$ cat src/hdl/sorq_ram.sv
// sorq_ram: generic single write port, single read port ram with registered read
// no dependencies
module sorq_ram #(
    parameter int WIDTH = 32,
    parameter int DEPTH = 16
) (
    input  logic                                  clk,
    input  logic                                  wr_en,
    input  logic [((DEPTH > 1) ? $clog2(DEPTH) : 1)-1:0] wr_addr,
    input  logic [WIDTH-1:0]                      wr_data,
    input  logic                                  rd_en,
    input  logic [((DEPTH > 1) ? $clog2(DEPTH) : 1)-1:0] rd_addr,
    output logic [WIDTH-1:0]                      rd_data
);

    logic [WIDTH-1:0] mem_reg [DEPTH];
    logic [WIDTH-1:0] rd_data_reg;

    always_ff @(posedge clk)
    begin
        if (wr_en)
        begin
            mem_reg[wr_addr] <= wr_data;
        end
    end

    always_ff @(posedge clk)
    begin
        if (rd_en)
        begin
            rd_data_reg <= mem_reg[rd_addr];
        end
    end

    assign rd_data = rd_data_reg;

endmodule

$ cat config.mk
export PLATFORM = sky130hd
export DESIGN_NAME = sorq_ram
export DESIGN_NICKNAME = d
export VERILOG_FILES = /design/src/hdl/sorq_ram.sv
export SDC_FILE = /design/constraint.sdc
export NUM_CORES = 1
export LEC_CHECK = 0
export BUFFER_PORTS_ARGS = -buffer_cell sky130_fd_sc_hd__buf_2
export CORE_ASPECT_RATIO = 1.25
export CORE_MARGIN = 2
export CORE_UTILIZATION = 47
export DETAILED_ROUTE_END_ITERATION = 7
export HOLD_SLACK_MARGIN = 0.12
export PLACE_DENSITY_LB_ADDON = 0.2
export SYNTH_ARGS = -nofsm -noshare
export SYNTH_HDL_FRONTEND = slang
export SYNTH_SLANG_ARGS = --single-unit
$ cat constraint.sdc
create_clock -name clk -period 5.8 [get_ports clk]
set_clock_uncertainty 0.2 [all_clocks]
set_input_delay 1.74 -clock clk [delete_from_list [all_inputs] [get_ports clk]]
set_output_delay 1.74 -clock clk [all_outputs]
set_load 0.02 [all_outputs]
==> results of run 1 <==
[cell type report]
| cell class | count | area (um2) |
|---|---|---|
| timing repair buffer | 105 | 627 |
| tap | 559 | 699 |
| fill | 3201 | 19300 |
| sequential | 544 | 16300 |
| multi-input combinational | 251 | 3750 |
| clock inverter | 23 | 175 |
| clock buffer | 69 | 1370 |
[power by group through the flow]
stage,registers (mW),logic (mW),clock network (mW)
4_1_cts,4.45,0.409,3.18
3_3_place_gp,4.53,0.403,0
3_5_place_dp,4.54,0.409,0
5_1_grt,4.46,0.434,3.32
2_1_floorplan,4.56,0.211,0
6_report,4.45,0.400,3.11
[how the worst max path moves through the flow]
stage,end,slack (ns)
3_5_place_dp,rd_data[8],1.57
4_1_cts,rd_data[8],2.18
3_3_place_gp,rd_data[27],1.56
2_1_floorplan,mem_reg[0][0],0.68
6_report,rd_data[8],2.23
5_1_grt,rd_data[14],2.00
[layer usage]
| metal | share of wire | track usage | vias up |
|---|---|---|---|
| met3 | 0.056 | 0.0315 | 56 |
| met2 | 0.50 | 0.329 | 259 |
| met1 | 0.42 | 0.280 | 4948 |
| met5 | 0.00030 | 0 | - |
| li1 | - | - | 3845 |
| met4 | 0.019 | 0.0493 | 2 |
[critical path, cell delays in order]
cell and delay [ns]:
clkbuf_8 0.52, buf_4 0.52, mux4_2 0.57, a22oi_1 0.21, nand2_1 0.07
[metrics by stage]
step,instances,instance area [um2]
after global routing,1551,23000
after CTS,1551,23000
after floorplan,838,20200
after detailed placement,1459,21400
after global placement,1459,21400
final,1551,23000
[logic make-up (layout without fill, tap and decap cells)]
| kind of cell | count (synthesis) | after routing | share of synthesized area |
|---|---|---|---|
| compound gates | 64 | 64 | 0.0238 |
| buf+inv | 43 | 197 | 0.0110 |
| mux | 128 | 128 | 0.143 |
| flops | 544 | 544 | 0.810 |
| simple gates | 59 | 59 | 0.0125 |
[synth_stat cells, drive strengths merged]
| library cell | n |
|---|---|
| nor3 | 4 |
| clkbuf | 17 |
| buf | 26 |
| nand3b | 2 |
| nand2b | 2 |
| and2 | 1 |
| or3b | 1 |
| nor2 | 13 |
| nand3 | 1 |
| nand2 | 33 |
| a22oi | 64 |
| mux4 | 128 |
| nor2b | 2 |
| edfxtp | 544 |
==> impl_metrics.tcl, run 1 <==
set metrics [dict create \
    outcome "finished clean" \
    final-hold-violation-count 0 \
    grt_max_degree 52 \
    cp-start-kind "input pin" \
    dr.first_iter.drc_count 794 \
    syn_area_um2 20200 \
    synth.top_cell.area_share 0.810 \
    place_congestion 0.712 \
    clk_pin_slew_worst_paths_ns 0.06 \
    timing.final.ws_setup_ns 2.23 \
    drt-total-wl_um 43000 \
    period_share 0.616 \
    cts_sinks 544 \
    preCtsSetupSlack_ns 1.57 \
    cts_setup_buffers 0 \
    ctsResizeCount 0 \
    synth-seq-cells 544 \
    holdBufCountCts 0 \
    ff2ff_setup_slack_ns 4.04 \
    die_h_um 236 \
    slew_headroom 0.121 \
    cp.required_ns 5.92 \
    final_core_util 0.543 \
    p_leak_nw 7.27 \
    finalSetupViolCount 0 \
    clk_latency_ns 0.57 \
    port-buffer-count 74 \
    synth_nets 881 \
    rsz0062_at_grt "no" \
    cap_violations 0 \
    worstReg2RegStart "mem_reg[2][4]" \
    hp-start "mem_reg[15][14]" \
    mostFrequentLayoutCells "edfxtp_1, mux4_2, buf_2" \
    fmaxAchievable_ghz 0.280 \
    core-area_um2 42300 \
    post_drt_wl_per_cell_um 27.7 \
    avgSynthCellArea_um2 24.1 \
    hpwlAfterDp_um 23900 \
    r2r_end "rd_data[4]" \
    numCtsBuffers 52 \
    ant_nets 0 \
    grt_remaining_overflow 0 \
    hp-class "register to register" \
    yosysSeqAreaShare 0.810 \
    track_usage 0.199 \
    grt_pass1_wl_um 64300 \
    ys_types 17 \
    netlist_instances 838 \
    synth.area.top_cells "edfxtp_1, mux4_2, a22oi_1" \
    first_pass_iters 5 \
    antenna_cells 0 \
    nNetsFinal 997 \
    cts_tree "built" \
    root_buffer "clkbuf_16" \
    holdWs_ns 0.545 \
    cts_htree_levels 2 \
    drc_errors 0 \
    tightest_slew_ns 1.32 \
    worstSetupStartpoint "rd_addr[0]" \
    ioPinCount 75 \
    arrival_ns 3.69 \
    swShare 0.206 \
    grt_pass1_vias 9691 \
    synthToLayoutAreaGrowth_pct 13.8 \
    min_period_ns 3.57 \
    grt_antenna_before_repair 3 \
    drv_slew 0 \
    holdPathEnd "rd_data[14]" \
    synth_top_area_cell "edfxtp_1" \
    largest_reg_flops 512 \
    vias_per_cell 5.87 \
    clock_power_share 0.391 \
    clock_path_buffers 3 \
    yosysWarnings 0 \
    worstSetupPathType "input pin to register" \
    layout_commonest_cell "edfxtp_1" \
    combPwrFrac 0.050 \
    powerDensity_nw_per_um2 347 \
    die_w_um 189 \
    initial_core_util 0.477 \
    die-area_um2 44600 \
    p_sw_mw 1.64 \
    p_seq_frac 0.559 \
    power.total_mw 7.96 \
    internal-power_mw 6.32 \
    cp_max_fo 51 \
    drive_gt1_frac 0.319 \
    min_path_cells 3 \
    fp-row-count 84 \
    ir_drop_uv 224 \
    via_count 9110 \
    setup_tns_ns 0 \
    r2r_cells 3 \
    cp-end-kind "register" \
]
(Power assumes the default switching activity.)
==> run 2, diff against run 1 <==
==> constraint.sdc (replaced) <==
create_clock -name clk -period 3 [get_ports clk]
set_clock_uncertainty 0.2 [all_clocks]
set_input_delay 0.9 -clock clk [delete_from_list [all_inputs] [get_ports clk]]
set_output_delay 0.9 -clock clk [all_outputs]
set_load 0.02 [all_outputs]
==> impl_metrics.tcl, run 2 (synthesized netlist as in run 1, its figures left out) <==
set metrics [dict create \
    outcome "finished clean" \
    drc_errors 0 \
    swShare 0.204 \
    slew_headroom 0.646 \
    cap_violations 0 \
    cts_htree_levels 2 \
    cpLargestDelayFamily "flip-flops" \
    tightest_slew_ns 0.531 \
    p_sw_mw 3.12 \
    cts_tree "built" \
    grt_pass1_wl_um 62900 \
    holdBufCountCts 0 \
    nNetsFinal 1007 \
    core-area_um2 42300 \
    ioPinCount 75 \
    worstSetupPathType "register to output port" \
    multi_input_area_um2 3770 \
    place_congestion 0.713 \
    p_seq_frac 0.563 \
    dr.first_iter.drc_count 813 \
    fmaxAchievable_ghz 0.434 \
    post_drt_wl_per_cell_um 27.3 \
    drive_gt1_frac 0.328 \
    slowest_stage "edfxtp_1" \
    cts_sinks 544 \
    hpwlAfterDp_um 21700 \
    max_stage_delay_ns 0.44 \
    numCtsBuffers 51 \
    ff2ff_setup_slack_ns 1.37 \
    die_h_um 236 \
    final_area_um2 23400 \
    grt_pass1_vias 9580 \
    r2r_cells 3 \
    port-buffer-count 74 \
    die_w_um 189 \
    hp-class "input pin to register" \
    arrival_ns 1.20 \
    period_share 0.768 \
    powerDensity_nw_per_um2 655 \
    min_period_ns 2.30 \
    rsz0062_at_grt "no" \
    p_leak_nw 7.44 \
    internal-power_mw 12.2 \
    cts_setup_buffers 0 \
    vias_per_cell 5.78 \
    preCtsSetupSlack_ns 0.257 \
    finalSetupViolCount 0 \
    root_buffer "clkbuf_16" \
    setup_tns_ns 0 \
    largest_reg_flops 512 \
    cp.depth 1 \
    grt_remaining_overflow 0 \
    ctsResizeCount 0 \
    mostFrequentLayoutCells "edfxtp_1, mux4_2, buf_2" \
    cp-start-kind "register" \
    placed_area_um2 21900 \
    final-hold-violation-count 0 \
    clock_path_buffers 3 \
    power.total_mw 15.3 \
    via_count 9001 \
    ir_drop_uv 392 \
    clk_pin_slew_worst_paths_ns 0.06 \
    first_pass_iters 5 \
    layout_commonest_cell "edfxtp_1" \
    min_path_cells 1 \
    grt_antenna_before_repair 3 \
    fp-row-count 84 \
    grt_max_degree 33 \
    cp_max_fo 1 \
    path_buf_inv 1 \
    die-area_um2 44600 \
    combPwrFrac 0.053 \
    cp-end-kind "output port" \
    crit_chain "buf_2" \
    cp.required_ns 1.90 \
    nFillCells 3199 \
    clock_power_share 0.384 \
    drt-total-wl_um 42500 \
    synthToLayoutAreaGrowth_pct 15.8 \
    ant_nets 0 \
    drv_slew 0 \
    clk_latency_ns 0.58 \
    layout.area.seq_um2 16300 \
    timing.final.ws_setup_ns 0.695 \
    track_usage 0.197 \
    initial_core_util 0.477 \
]
==> run 2: cell count changes in the layout (fill, tap and decap cells not counted), sizes merged <==
cell / previous run / this run
buf: 104 / 115
clkbuf: 70 / 66
clkinv: 17 / 21
clkinvlp: 3 / 0
bufinv: 2 / 1
diode: 0 / 1
inv: 1 / 0
==> run 2: final cells by class <==
class                   count  share of cell area
diodes                      1            0.000107
clock buffers              65              0.0587
clock inverters            22             0.00509
multi-input cells         251               0.162
flip-flops and latches    544               0.699
well taps                 559              0.0299
repair buffers            116              0.0454
==> run 2: per-stage QoR <==
stage | std cells | hold slack (ns) | utilization
5_1_grt | 1558 | 0.497 | 0.553
4_1_cts | 1557 | 0.482 | 0.553
3_3_place_gp | 1470 | 0.528 | 0.518
3_5_place_dp | 1470 | 0.534 | 0.518
6_report | 1558 | 0.499 | 0.553
2_1_floorplan | 838 | 0.510 | -
==> run 2: power by group through the flow <==
stage	Combinational, mW	Sequential (mW)	Clock (mW)
2_1_floorplan	0.412	8.81	0
4_1_cts	0.828	8.61	5.99
3_3_place_gp	0.813	8.77	0
5_1_grt	0.877	8.62	6.26
3_5_place_dp	0.828	8.77	0
6_report	0.811	8.61	5.88
==> run 2: worst paths after layout <==
check	from	to
worst min-delay path	wr_data[20]	mem_reg[6][20]
worst max-delay path	rd_data[22]	rd_data[22]
worst max register to register	mem_reg[11][11]	rd_data[11]
worst min register to register	mem_reg[15][7]	rd_data[7]
==> run 2: per-layer routing <==
metal,routed length [um],track usage
met1,16900,0.254
met5,22,0
met3,1770,0.0262
met4,900,0.0554
met2,22900,0.350
==> run 3, diff against run 2 <==
--- a/config.mk
+++ b/config.mk
@@ -5,6 +5,7 @@
 export SDC_FILE = /design/constraint.sdc
 export NUM_CORES = 1
 export LEC_CHECK = 0
+export ABC_AREA = 1
 export BUFFER_PORTS_ARGS = -buffer_cell sky130_fd_sc_hd__buf_2
 export CORE_ASPECT_RATIO = 1.25
 export CORE_MARGIN = 2
==> constraint.sdc (replaced) <==
create_clock -name clk -period 2.2 [get_ports clk]
set_clock_uncertainty 0.2 [all_clocks]
set_input_delay 0.66 -clock clk [delete_from_list [all_inputs] [get_ports clk]]
set_output_delay 0.66 -clock clk [all_outputs]
set_load 0.02 [all_outputs]
==> impl_metrics.tcl, run 3 <==
set metrics [dict create \
    grt_pass1_vias 14269 \
    yosysSeqAreaShare 0.709 \
    synthToLayoutAreaGrowth_pct 14.7 \
    synth_most_common_cell "nand2_1" \
    cp-end-kind "output port" \
    netlist_instances 2120 \
    arrival_ns 1.23 \
    max_stage_delay_ns 0.45 \
    root_buffer "clkbuf_16" \
    cap_violations 0 \
    yosysWarnings 0 \
    synthTopCellsByCount "nand2_1, edfxtp_1, inv_1, nand3_1, buf_2" \
    clk_pin_slew_worst_paths_ns 0.06 \
    final_core_util 0.547 \
    holdBufCountCts 0 \
    ys.flop_type "edfxtp_1" \
    rsz0062_at_grt "no" \
    grt_pass1_wl_um 86100 \
    worstSetupPathType "register to output port" \
    cp_max_fo 1 \
    clock_path_buffers 3 \
    min_period_ns 2.09 \
    ys_types 14 \
    drive_gt1_frac 0.106 \
    cpLargestDelayFamily "flip-flops" \
    post_drt_wl_per_cell_um 19.5 \
    setup_tns_ns 0 \
    nNetsFinal 2266 \
    vias_per_cell 5.08 \
    numCtsBuffers 52 \
    die_h_um 252 \
    synth.area.top_cells "edfxtp_1, nand2_1, nand3_1" \
    avgSynthCellArea_um2 10.9 \
    ant_nets 0 \
    slowest_stage "edfxtp_1" \
    core-area_um2 48300 \
    fp-row-count 90 \
    initial_core_util 0.477 \
    synth_top_area_cell "edfxtp_1" \
    synth_nets 2163 \
    grt_antenna_before_repair 2 \
    cts_htree_levels 2 \
    nFillCells 4090 \
    cp.required_ns 1.34 \
    place_congestion 0.783 \
    synth-seq-cells 544 \
    finalSetupViolCount 0 \
    p_leak_nw 11.1 \
    track_usage 0.225 \
    tightest_slew_ns 0.404 \
    drt-total-wl_um 56600 \
    ctsResizeCount 0 \
    fmaxAchievable_ghz 0.479 \
    grt_max_degree 65 \
    syn_area_um2 23100 \
    cts_tree "built" \
    largest_reg_flops 512 \
    slew_headroom 0.730 \
    layout_commonest_cell "nand2_1" \
    final-hold-violation-count 0 \
    antenna_cells 0 \
    path_buf_inv 1 \
    powerDensity_nw_per_um2 817 \
    drv_slew 0 \
    first_pass_iters 5 \
    hpwlAfterDp_um 32300 \
    clk_latency_ns 0.60 \
    hp-class "input pin to register" \
    drc_errors 0 \
    placed_area_um2 24900 \
    die-area_um2 50800 \
    port-buffer-count 74 \
    via_count 14754 \
    cts_setup_buffers 0 \
    period_share 0.949 \
    synth.top_cell.area_share 0.709 \
    synth_edf_count 544 \
    ioPinCount 75 \
    crit_chain "buf_2" \
    cts_sinks 544 \
    final_area_um2 26400 \
    dr.first_iter.drc_count 987 \
    async_flop_share 0 \
    mostFrequentLayoutCells "nand2_1, edfxtp_1, inv_1" \
    ir_drop_uv 580 \
    die_w_um 202 \
    grt_remaining_overflow 0 \
    outcome "finished clean" \
    cp-start-kind "register" \
]
-- run 3: path summary, 6_finish.rpt --
path / from / endpoint / slack, ns / cells past startpoint
max: rd_data[1] / rd_data[1] / 0.11 / 1
min: wr_data[9] / mem_reg[7][9] / 0.24 / 1
max reg2reg: mem_reg[1][30] / rd_data[30] / 0.78 / 6
min reg2reg: mem_reg[10][16] / rd_data[16] / 0.53 / 6
-- run 3: metal layers --
metal	vias to the layer above	wire, um	global-route usage
met5	-	0	0
met4	0	1690	0.0788
met3	98	2520	0.0254
met2	409	28500	0.390
met1	7169	23900	0.293
li1	7078	-	-
-- run 3: cell type report --
class | instances | area, um2 | share of cell area
Sequential cell | 544 | 16300 | 0.618
Multi-Input combinational cell | 1081 | 4670 | 0.177
Timing Repair Buffer | 154 | 1610 | 0.0608
Inverter | 390 | 1470 | 0.0558
Clock buffer | 66 | 1350 | 0.0512
Tap cell | 644 | 806 | 0.0305
Clock inverter | 26 | 185 | 0.00701
-- run 3: stage by stage --
| stage | power [mW] | worst slack, ns | hold slack, ns | instances |
|---|---|---|---|---|
| after detailed placement | 13.5 | -0.0283 | 0.513 | 2813 |
| after global routing | 22.3 | 0.0792 | 0.225 | 2905 |
| after CTS | 21.8 | 0.0614 | 0.208 | 2905 |
| final | 21.6 | 0.113 | 0.238 | 2905 |
| after floorplan | 12.8 | -0.193 | 0.483 | 2120 |
| after global placement | 13.5 | -0.00776 | 0.510 | 2813 |
-- run 3: power by group --
part,internal [mW],switching [mW]
logic,0.466,1.04
registers,11.7,0.0700
clock network,4.57,3.78
total,16.7,4.89
-- run 3: kinds of logic after synthesis --
group                  Yosys count  share of synthesized area
buffers and inverters          495                     0.0941
flip-flops                     544                      0.709
AND/OR/NAND/NOR               1081                      0.197
